<file path="src/sv/piecewise_linear_interpolator_macros.svh">
// Assertion macros shared by the interpolator RTL.
`ifndef PIECEWISE_LINEAR_INTERPOLATOR_MACROS_SVH
`define PIECEWISE_LINEAR_INTERPOLATOR_MACROS_SVH

// Consequent checked in the same cycle as the antecedent.
`define PLI_ASSERT_SAME(label, clk, rst_n, ante, cons, msg) \
	label: assert property (@(posedge clk) disable iff (!rst_n) (ante) |-> (cons)) \
		else $error(msg);

// Consequent checked in the cycle after the antecedent.
`define PLI_ASSERT_NEXT(label, clk, rst_n, ante, cons, msg) \
	label: assert property (@(posedge clk) disable iff (!rst_n) (ante) |=> (cons)) \
		else $error(msg);

`endif

</file>
<file path="src/sv/pli_pkg.sv">
// Package: widths, codes and types for the piecewise linear interpolator.
package pli_pkg;

	localparam int TABLE_DEPTH = 16;
	localparam int ADDR_W      = $clog2(TABLE_DEPTH);
	localparam int DATA_W      = 32;
	localparam int IDX_W       = 4;
	localparam int CFG_W       = 5;
	localparam int CNT_W       = ($clog2(TABLE_DEPTH + 1) > CFG_W) ?
	                             $clog2(TABLE_DEPTH + 1) : CFG_W;
	localparam int STEP_W      = $clog2(DATA_W);

	localparam logic ACT_WRITE = 1'b0;
	localparam logic ACT_QUERY = 1'b1;

	typedef enum logic [1:0] {
		STATUS_OK    = 2'd0,
		STATUS_BELOW = 2'd1,
		STATUS_ABOVE = 2'd2,
		STATUS_EMPTY = 2'd3
	} pli_status_t;

	typedef enum logic [3:0] {
		ST_IDLE,
		ST_RLAST,
		ST_RFIRST,
		ST_CHK0,
		ST_SCAN,
		ST_HIT,
		ST_RY0,
		ST_RY1,
		ST_DIV,
		ST_EMIT
	} pli_state_t;

	typedef enum logic [1:0] {
		PH_IDLE,
		PH_MUL,
		PH_DIV,
		PH_DONE
	} pli_div_phase_t;

	typedef struct packed {
		logic              start;
		logic [DATA_W-1:0] mag;
		logic [DATA_W-1:0] t;
		logic [DATA_W-1:0] d;
	} pli_div_req_t;

	typedef struct packed {
		logic              done;
		logic [DATA_W-1:0] quot;
	} pli_div_rsp_t;

endpackage

</file>
<file path="src/sv/piecewise_linear_interpolator.sv">
// Piecewise linear interpolator over a breakpoint table held in two RAMs.
//
// Channels: in (valid/ready) carries write and query items; out (valid/ready)
// carries one result per query; cfg (valid/ready, always ready) sets
// point_count, to be written only while the block is idle.
// A write item stores one (x, y) pair; it gives no result.
// A query reads the last and first x, then scans x from index 1 one RAM read
// per cycle until it finds the first entry at or above query_x. A hit reads
// one y; otherwise two y reads feed a 32x32 multiply and a one-bit-per-cycle
// divider. An empty table goes straight to the emit state, and a query
// outside the span ends after the last and first x checks; otherwise the
// result waits on the scan, and for an interpolated one also on the divider.
// The scan and the serial divider set the rate: one item at a time, in_ready
// high only while idle. in_ready returns in the cycle that out_valid rises.
// The result sits in an output register, so the next item is taken while it
// waits; a stalled receiver holds the block only when a second result is
// done.
// Reset clears point_count and the control state; the table contents are
// undefined until written.
`include "piecewise_linear_interpolator_macros.svh"

module piecewise_linear_interpolator (
	input  logic                               clk,
	input  logic                               arst_n,
	input  logic                               cfg_valid,
	output logic                               cfg_ready,
	input  logic [pli_pkg::CFG_W-1:0]          cfg_data,
	input  logic                               in_valid,
	output logic                               in_ready,
	input  logic                               action,
	input  logic [pli_pkg::IDX_W-1:0]          entry_index,
	input  logic signed [pli_pkg::DATA_W-1:0]  point_x,
	input  logic signed [pli_pkg::DATA_W-1:0]  point_y,
	input  logic signed [pli_pkg::DATA_W-1:0]  query_x,
	output logic                               out_valid,
	input  logic                               out_ready,
	output logic signed [pli_pkg::DATA_W-1:0]  result_y,
	output logic [1:0]                         status,
	output logic                               exact_hit
);
	import pli_pkg::*;

	pli_state_t state_q, state_d;

	logic [CFG_W-1:0]  point_count_q;
	logic [CNT_W-1:0]  cnt_in, cnt_q, last_idx;
	logic [ADDR_W-1:0] idx_q;
	logic [ADDR_W-1:0] x_raddr, y_raddr;
	logic [DATA_W-1:0] x_rd, y_rd;
	logic              mem_we, idx_ok;

	logic signed [DATA_W-1:0] q_q, xprev_q, x1_q, y0_q;
	logic                     above_q, neg_q;
	logic                     q_lt_x, q_gt_x, q_eq_x;

	logic signed [DATA_W:0]   dy;
	logic [DATA_W:0]          dy_abs;
	logic signed [DATA_W+1:0] sq, sum;
	logic [DATA_W-1:0]        sat_y;

	pli_div_req_t div_req;
	pli_div_rsp_t div_rsp;

	logic signed [DATA_W-1:0] res_y_q, out_y_q;
	pli_status_t              res_status_q, out_status_q;
	logic                     res_hit_q, out_hit_q, out_valid_q;
	logic                     emit_free;

	assign cfg_ready = 1'b1;
	assign out_valid = out_valid_q;
	assign result_y  = out_y_q;
	assign status    = out_status_q;
	assign exact_hit = out_hit_q;

	assign cnt_in   = (CNT_W'(point_count_q) > CNT_W'(TABLE_DEPTH)) ?
	                  CNT_W'(TABLE_DEPTH) : CNT_W'(point_count_q);
	assign last_idx = cnt_q - CNT_W'(1);
	assign idx_ok   = CNT_W'(entry_index) < CNT_W'(TABLE_DEPTH);

	assign q_lt_x = q_q < $signed(x_rd);
	assign q_gt_x = q_q > $signed(x_rd);
	assign q_eq_x = q_q == $signed(x_rd);

	assign emit_free = !out_valid_q || out_ready;

	pli_ram #(.WIDTH(DATA_W), .DEPTH(TABLE_DEPTH)) u_x_ram (
		.clk   (clk),
		.we    (mem_we),
		.waddr (ADDR_W'(entry_index)),
		.wdata (point_x),
		.raddr (x_raddr),
		.rdata (x_rd)
	);

	pli_ram #(.WIDTH(DATA_W), .DEPTH(TABLE_DEPTH)) u_y_ram (
		.clk   (clk),
		.we    (mem_we),
		.waddr (ADDR_W'(entry_index)),
		.wdata (point_y),
		.raddr (y_raddr),
		.rdata (y_rd)
	);

	// Segment operands, formed while y1 comes out of the RAM.
	assign dy     = $signed({y_rd[DATA_W-1], y_rd}) - $signed({y0_q[DATA_W-1], y0_q});
	assign dy_abs = dy[DATA_W] ? (DATA_W+1)'(-dy) : dy;

	always_comb begin
		div_req.start = state_q == ST_RY1;
		div_req.mag   = dy_abs[DATA_W-1:0];
		div_req.t     = q_q - xprev_q;
		div_req.d     = x1_q - xprev_q;
	end

	pli_muldiv u_muldiv (
		.clk    (clk),
		.arst_n (arst_n),
		.req    (div_req),
		.rsp    (div_rsp)
	);

	// Quotient is below 2^32, so y0 + signed quotient fits in 34 bits.
	assign sq    = neg_q ? -$signed({2'b00, div_rsp.quot}) : $signed({2'b00, div_rsp.quot});
	assign sum   = $signed({{2{y0_q[DATA_W-1]}}, y0_q}) + sq;
	assign sat_y = (sum[DATA_W+1:DATA_W-1] == 3'b000 || sum[DATA_W+1:DATA_W-1] == 3'b111) ?
	               sum[DATA_W-1:0] :
	               (sum[DATA_W+1] ? {1'b1, {(DATA_W-1){1'b0}}} : {1'b0, {(DATA_W-1){1'b1}}});

	always_comb begin
		state_d = state_q;
		case (state_q)
			ST_IDLE: begin
				if (in_valid && action == ACT_QUERY) begin
					state_d = (cnt_in == '0) ? ST_EMIT : ST_RLAST;
				end
			end
			ST_RLAST:  state_d = ST_RFIRST;
			ST_RFIRST: state_d = ST_CHK0;
			ST_CHK0: begin
				if (q_lt_x || above_q) begin
					state_d = ST_EMIT;
				end else if (q_eq_x) begin
					state_d = ST_HIT;
				end else begin
					state_d = ST_SCAN;
				end
			end
			ST_SCAN: begin
				if (!q_gt_x) begin
					state_d = q_eq_x ? ST_HIT : ST_RY0;
				end
			end
			ST_HIT: state_d = ST_EMIT;
			ST_RY0: state_d = ST_RY1;
			ST_RY1: state_d = ST_DIV;
			ST_DIV: if (div_rsp.done) state_d = ST_EMIT;
			ST_EMIT: if (emit_free) state_d = ST_IDLE;
			default: state_d = ST_IDLE;
		endcase
	end

	always_comb begin
		in_ready = 1'b0;
		mem_we   = 1'b0;
		x_raddr  = '0;
		y_raddr  = '0;
		case (state_q)
			ST_IDLE: begin
				in_ready = 1'b1;
				mem_we   = in_valid && action == ACT_WRITE && idx_ok;
			end
			ST_RLAST:  x_raddr = last_idx[ADDR_W-1:0];
			ST_RFIRST: x_raddr = '0;
			ST_CHK0:   x_raddr = ADDR_W'(1);
			ST_SCAN: begin
				// read ahead the next x; y address serves a hit or the left end
				x_raddr = idx_q + ADDR_W'(1);
				y_raddr = q_eq_x ? idx_q : idx_q - ADDR_W'(1);
			end
			ST_RY0:  y_raddr = idx_q;
			default: ;
		endcase
	end

	always_ff @(posedge clk or negedge arst_n) begin
		if (!arst_n) begin
			state_q       <= ST_IDLE;
			point_count_q <= '0;
			out_valid_q   <= 1'b0;
		end else begin
			state_q <= state_d;
			if (cfg_valid) begin
				point_count_q <= cfg_data;
			end
			if (state_q == ST_EMIT && emit_free) begin
				out_valid_q <= 1'b1;
			end else if (out_ready) begin
				out_valid_q <= 1'b0;
			end
		end
	end

	always_ff @(posedge clk) begin
		case (state_q)
			ST_IDLE: begin
				if (in_valid && action == ACT_QUERY) begin
					q_q          <= query_x;
					cnt_q        <= cnt_in;
					res_y_q      <= '0;
					res_status_q <= STATUS_EMPTY;
					res_hit_q    <= 1'b0;
				end
			end
			ST_RFIRST: above_q <= q_gt_x;
			ST_CHK0: begin
				if (q_lt_x) begin
					res_status_q <= STATUS_BELOW;
				end else if (above_q) begin
					res_status_q <= STATUS_ABOVE;
				end
				xprev_q <= x_rd;
				idx_q   <= ADDR_W'(1);
			end
			ST_SCAN: begin
				if (q_gt_x) begin
					xprev_q <= x_rd;
					idx_q   <= idx_q + ADDR_W'(1);
				end else begin
					x1_q <= x_rd;
				end
			end
			ST_HIT: begin
				res_y_q      <= y_rd;
				res_status_q <= STATUS_OK;
				res_hit_q    <= 1'b1;
			end
			ST_RY0: y0_q <= y_rd;
			ST_RY1: neg_q <= dy[DATA_W];
			ST_DIV: begin
				if (div_rsp.done) begin
					res_y_q      <= sat_y;
					res_status_q <= STATUS_OK;
					res_hit_q    <= 1'b0;
				end
			end
			ST_EMIT: begin
				if (emit_free) begin
					out_y_q      <= res_y_q;
					out_status_q <= res_status_q;
					out_hit_q    <= res_hit_q;
				end
			end
			default: ;
		endcase
	end

	`PLI_ASSERT_NEXT(a_write_no_result, clk, arst_n, in_valid && in_ready && action == ACT_WRITE, state_q == ST_IDLE, "write item left the idle state")
	`PLI_ASSERT_SAME(a_div_done_in_div, clk, arst_n, div_rsp.done, state_q == ST_DIV, "divider finished outside the divide state")
	`PLI_ASSERT_SAME(a_result_from_emit, clk, arst_n, $rose(out_valid_q), $past(state_q) == ST_EMIT, "result shown without passing the emit state")
	`PLI_ASSERT_NEXT(a_emit_completes, clk, arst_n, state_q == ST_EMIT && emit_free, out_valid_q && state_q == ST_IDLE, "emit with a free slot did not deliver the item")

endmodule

</file>
<file path="src/sv/pli_ram.sv">
// Generic single-write, single-read RAM with registered read data.
module pli_ram #(
	parameter int WIDTH  = 32,
	parameter int DEPTH  = 16,
	parameter int ADDR_W = $clog2(DEPTH)
) (
	input  logic              clk,
	input  logic              we,
	input  logic [ADDR_W-1:0] waddr,
	input  logic [WIDTH-1:0]  wdata,
	input  logic [ADDR_W-1:0] raddr,
	output logic [WIDTH-1:0]  rdata
);

	logic [WIDTH-1:0] mem [DEPTH];

	always_ff @(posedge clk) begin
		if (we) begin
			mem[waddr] <= wdata;
		end
	end

	always_ff @(posedge clk) begin
		rdata <= mem[raddr];
	end

endmodule

</file>
<file path="src/sv/pli_muldiv.sv">
// Multiply then bit-serial restoring divide: quot = (mag * t) / d, with t < d.
module pli_muldiv (
	input  logic                  clk,
	input  logic                  arst_n,
	input  pli_pkg::pli_div_req_t req,
	output pli_pkg::pli_div_rsp_t rsp
);
	import pli_pkg::*;

	pli_div_phase_t    phase_q, phase_d;
	logic [STEP_W-1:0] step_q;
	logic [DATA_W-1:0] a_q, b_q, div_q;
	logic [DATA_W-1:0] rem_q, low_q;
	logic [2*DATA_W-1:0] prod;
	logic [DATA_W:0]   trial;
	logic              fits;
	logic              last_step;

	assign prod      = a_q * b_q;
	assign trial     = {rem_q, low_q[DATA_W-1]};
	assign fits      = trial >= {1'b0, div_q};
	assign last_step = step_q == STEP_W'(DATA_W - 1);

	always_comb begin
		phase_d = phase_q;
		case (phase_q)
			PH_IDLE: if (req.start) phase_d = PH_MUL;
			PH_MUL:  phase_d = PH_DIV;
			PH_DIV:  if (last_step) phase_d = PH_DONE;
			PH_DONE: phase_d = PH_IDLE;
			default: phase_d = PH_IDLE;
		endcase
	end

	always_comb begin
		rsp.done = phase_q == PH_DONE;
		rsp.quot = low_q;
	end

	always_ff @(posedge clk or negedge arst_n) begin
		if (!arst_n) begin
			phase_q <= PH_IDLE;
			step_q  <= '0;
		end else begin
			phase_q <= phase_d;
			if (phase_q == PH_MUL) begin
				step_q <= '0;
			end else if (phase_q == PH_DIV) begin
				step_q <= step_q + STEP_W'(1);
			end
		end
	end

	// Quotient bits shift into low_q as the low dividend bits shift out.
	always_ff @(posedge clk) begin
		case (phase_q)
			PH_IDLE: begin
				if (req.start) begin
					a_q   <= req.mag;
					b_q   <= req.t;
					div_q <= req.d;
				end
			end
			PH_MUL: begin
				rem_q <= prod[2*DATA_W-1:DATA_W];
				low_q <= prod[DATA_W-1:0];
			end
			PH_DIV: begin
				if (fits) begin
					rem_q <= DATA_W'(trial - {1'b0, div_q});
				end else begin
					rem_q <= trial[DATA_W-1:0];
				end
				low_q <= {low_q[DATA_W-2:0], fits};
			end
			default: ;
		endcase
	end

endmodule
</file>
<file path="config.mk">
export PLATFORM = sky130hd
export DESIGN_NAME = piecewise_linear_interpolator
export DESIGN_NICKNAME = d
export VERILOG_FILES = /design/src/sv/pli_pkg.sv /design/src/sv/piecewise_linear_interpolator.sv /design/src/sv/pli_ram.sv /design/src/sv/pli_muldiv.sv
export VERILOG_INCLUDE_DIRS = /design/src /design/src/sv
export SDC_FILE = /design/constraint.sdc
export NUM_CORES = 2
export LEC_CHECK = 0
export BUFFER_PORTS_ARGS = -buffer_cell sky130_fd_sc_hd__buf_2
export CAP_MARGIN = 25
export CORE_MARGIN = 4
export CORE_UTILIZATION = 65
export DETAILED_ROUTE_END_ITERATION = 8
export HOLD_SLACK_MARGIN = 0.03
export PLACE_DENSITY = 0.86
export SETUP_SLACK_MARGIN = 0.1
export SLEW_MARGIN = 5
export SYNTH_ARGS = -nofsm -noshare
export SYNTH_HDL_FRONTEND = slang
export SYNTH_HIERARCHICAL = 1
export SYNTH_SLANG_ARGS = --single-unit
</file>
<file path="constraint.sdc">
create_clock -name clk -period 9.7 [get_ports clk]
set_input_delay 1.94 -clock clk [delete_from_list [all_inputs] [get_ports clk]]
set_output_delay 1.94 -clock clk [all_outputs]
set_load 0.01 [all_outputs]
</file>
==> results_dict.tcl <==
set metrics [dict create \
    dpl.hpwl_mm 170 \
    period_needed_ps 9090 \
    hp-start "res_y_q[5]$_DFFE_PP_" \
    startpoint_type "flop" \
    numCtsBuffers 141 \
    cts_setup_buffers 0 \
    clkSinkCount 1473 \
    vias_per_cell 6.48 \
    initial_core_util_pct 65.6 \
    fmax_mhz 110 \
    regToRegStartpoint "u_muldiv/a_q[8]$_DFFE_PP_" \
    io_pins 149 \
    clock_skew_ps 45.4 \
    grtUsageTotal_pct 33.8 \
    clk_pin_slew_ps 60 \
    ctsResizeCount 0 \
    r2r_slack_ps 610 \
    netlist_instances 7708 \
    tns_ps 0 \
    yosysWarnings 6 \
    hp-class "flop to flop" \
    dr.pass1.iters 9 \
    dr.first_iter.drc_count 8659 \
    holdBufCountCts 0 \
    h-tree-depth 4 \
    yosys_most_used_dff "edfxtp_1" \
    area_growth_pct 8.39 \
    gp_congestion 0.958 \
    crit_path_max_fanout 24 \
    power.density_mw_per_mm2 221 \
    synth_edf_count 1392 \
    grt_max_degree 128 \
    wl_per_cell_um 26.5 \
    violations "DRC" \
    ys_ff_latch 1473 \
    layout_worst_path_cycle_share_pct 93.7 \
    fin_nets 9234 \
    setup_viol_count_final 0 \
    hold_viol_final 0 \
    reg_top3 "u_x_ram/mem x512, u_y_ram/mem x512" \
    rows 141 \
    final_common_cell "edfxtp_1" \
    fp.coreArea_sq_mm 0.148 \
    grt_overflow 0 \
    cts_tree "built" \
    outcome "finished, violations left" \
    grt_pass1_wl_mm 403 \
    irDropWorstVdd_mv 0.259 \
    antenna_found_initial 40 \
    cp_data_required_time_ps 10210 \
    grt_pass1_vias 67032 \
    die_h_um 395 \
    postSynth.asyncResetShare_pct 1.15 \
    port_buffers 147 \
    p_leak_nw 42.2 \
    reg2reg_depth 22 \
    final_antenna_net_count 0 \
    route.detailed.drc 2 \
    routed_wl_mm 262 \
    die_width_um 395 \
    rsz0062_at_grt "no" \
    hold_depth 0 \
    avgSynthCellArea_sq_um 12.6 \
    die-area_sq_mm 0.156 \
    synth.cell_area_sq_mm 0.0974 \
    synth_seq_area_share_pct 44.7 \
    layout_common_cells "1,392 x edfxtp_1, 1,045 x inv_1, 901 x fa_1, 731 x nand2_1, 608 x and2_1" \
    slew_headroom_pct 23.3 \
    worstSkewPairLatency_ps 800 \
    worstMarginPinSlew_ps 1150 \
    vias 64083 \
    synth.distinct_cells 89 \
    crit_type "flop to flop" \
    power.total_mw 23.3 \
    end_kind "flop" \
    layout-drive-gt1-share_pct 10.9 \
    rr_endpoint "u_muldiv/rem_q[29]$_DFFE_PP_" \
    cts_root_buffer "clkbuf_16" \
    min_to "result_y[5]$_DFFE_PP_" \
    report.final.slew_viol_count 0 \
    cap_viol_max_count 0 \
    syn_nets 9188 \
    crit_arrival_ps 9600 \
    clock_path_buffers 3 \
]
synthesized netlist by cell type (all sizes together) (9+ instances only):
master,n,share of area [%]
nand4,51,0.33
nor2b,44,0.28
inv,1045,4.0
a211oi,22,0.17
or4,12,0.10
o2111ai,9,0.081
a21oi,280,1.4
o21bai,29,0.22
a31oi,21,0.13
nand2b,47,0.30
nand3,70,0.36
nand2,732,2.8
dfxtp,64,1.3
clkbuf,301,1.2
a21boi,13,0.10
o22ai,9,0.058
nand3b,11,0.085
o211ai,20,0.15
a2111oi,9,0.12
a22oi,157,1.3
a21o,139,1.1
buf,68,0.40
o31a,9,0.081
or3,9,0.058
xor2,86,0.77
mux4,256,5.9
o31ai,29,0.24
o21a,21,0.16
nor2,201,0.77
nor4,15,0.11
mux2i,15,0.15
mux2,19,0.22
o21ai,180,0.93
fa,901,19
edfxtp,1392,43
o41ai,9,0.081
and2,610,3.9
or2,11,0.071
dfrtp,17,0.44
nor3,44,0.23
ha,468,6.0
xnor2,163,1.5
and3,17,0.11
cell type report:
cell class	count	area [sq um]
Clock buffer	182	3790
Tap cell	2002	2500
Fill cell	9086	42800
Multi-Input combinational cell	4821	48800
Timing Repair Buffer	272	2170
Antenna cell	20	50.0
Clock inverter	77	795
Sequential cell	1473	43500
Inverter	1045	3920
where the power goes:
group / internal [mW] / switching [mW]
sequential: 7.89 / 0.495
combinational: 3.56 / 5.80
clock: 3.03 / 2.57
total: 14.5 / 8.86
through the flow:
stage | worst slack (ps) | cells | utilization, % | instance area (sq um) | hold slack (ps)
finish | 614 | 9892 | 71.1 | 106000 | 423
global route | 465 | 9888 | 71.1 | 106000 | 432
CTS | 707 | 9854 | 70.8 | 105000 | 425
detailed placement | 779 | 9595 | 67.7 | 100000 | 407
global placement | 874 | 9586 | 67.5 | 100000 | 405
floorplan | 2310 | 7708 | - | 97400 | 400
cell families (layout without fill, tap and decap cells):
family          after synthesis  after routing  share of synthesized area (%)
simple gates               1891           1891                           9.70
buf+inv                    1414           1576                           5.59
fa+ha+maj                  1369           1369                           24.5
other cells                   1             21                        0.00385
compound gates             1021           1021                           6.93
mux                         290            290                           6.30
flops                      1473           1473                           44.7
xor+xnor                    249            249                           2.25
worst max-delay path, stage by stage, from the launching register on:
cell       delay [ps]
edfxtp_1          950
buf_4             300
nand2_1            90
fa_1              580
inv_1              50
fa_1              490
fa_1              580
fa_1              470
fa_1              580
fa_1              440
fa_1              550
fa_1              430
ha_1              450
nand2_1           170
nor4_1            300
nand3_1           110
o22ai_1           470
o2111ai_1         410
a41oi_1           560
nor4_1             90
o41ai_1           430
xnor2_1           180
mux2i_1           100
metal layers:
metal  up-vias  GRT usage, %  share of wire, %
met2      4708          55.3                48
met5         -             0             0.068
li1      26530             -                 -
met1     31849          43.3                34
met3       970          8.15                12
met4        26          15.5               5.4
worst max path at each step:
stage	endpoint	from	cells past startpoint
finish	u_muldiv/rem_q[29]$_DFFE_PP_	u_muldiv/a_q[8]$_DFFE_PP_	22
detailed placement	u_muldiv/rem_q[29]$_DFFE_PP_	u_muldiv/a_q[15]$_DFFE_PP_	22
global route	u_muldiv/rem_q[29]$_DFFE_PP_	u_muldiv/b_q[9]$_DFFE_PP_	22
CTS	u_muldiv/rem_q[29]$_DFFE_PP_	u_muldiv/a_q[15]$_DFFE_PP_	22
global placement	u_muldiv/rem_q[29]$_DFFE_PP_	u_muldiv/a_q[24]$_DFFE_PP_	21
floorplan	u_muldiv/rem_q[28]$_DFFE_PP_	u_muldiv/b_q[17]$_DFFE_PP_	24
No activity file was read; power rests on OpenSTA's default activity.
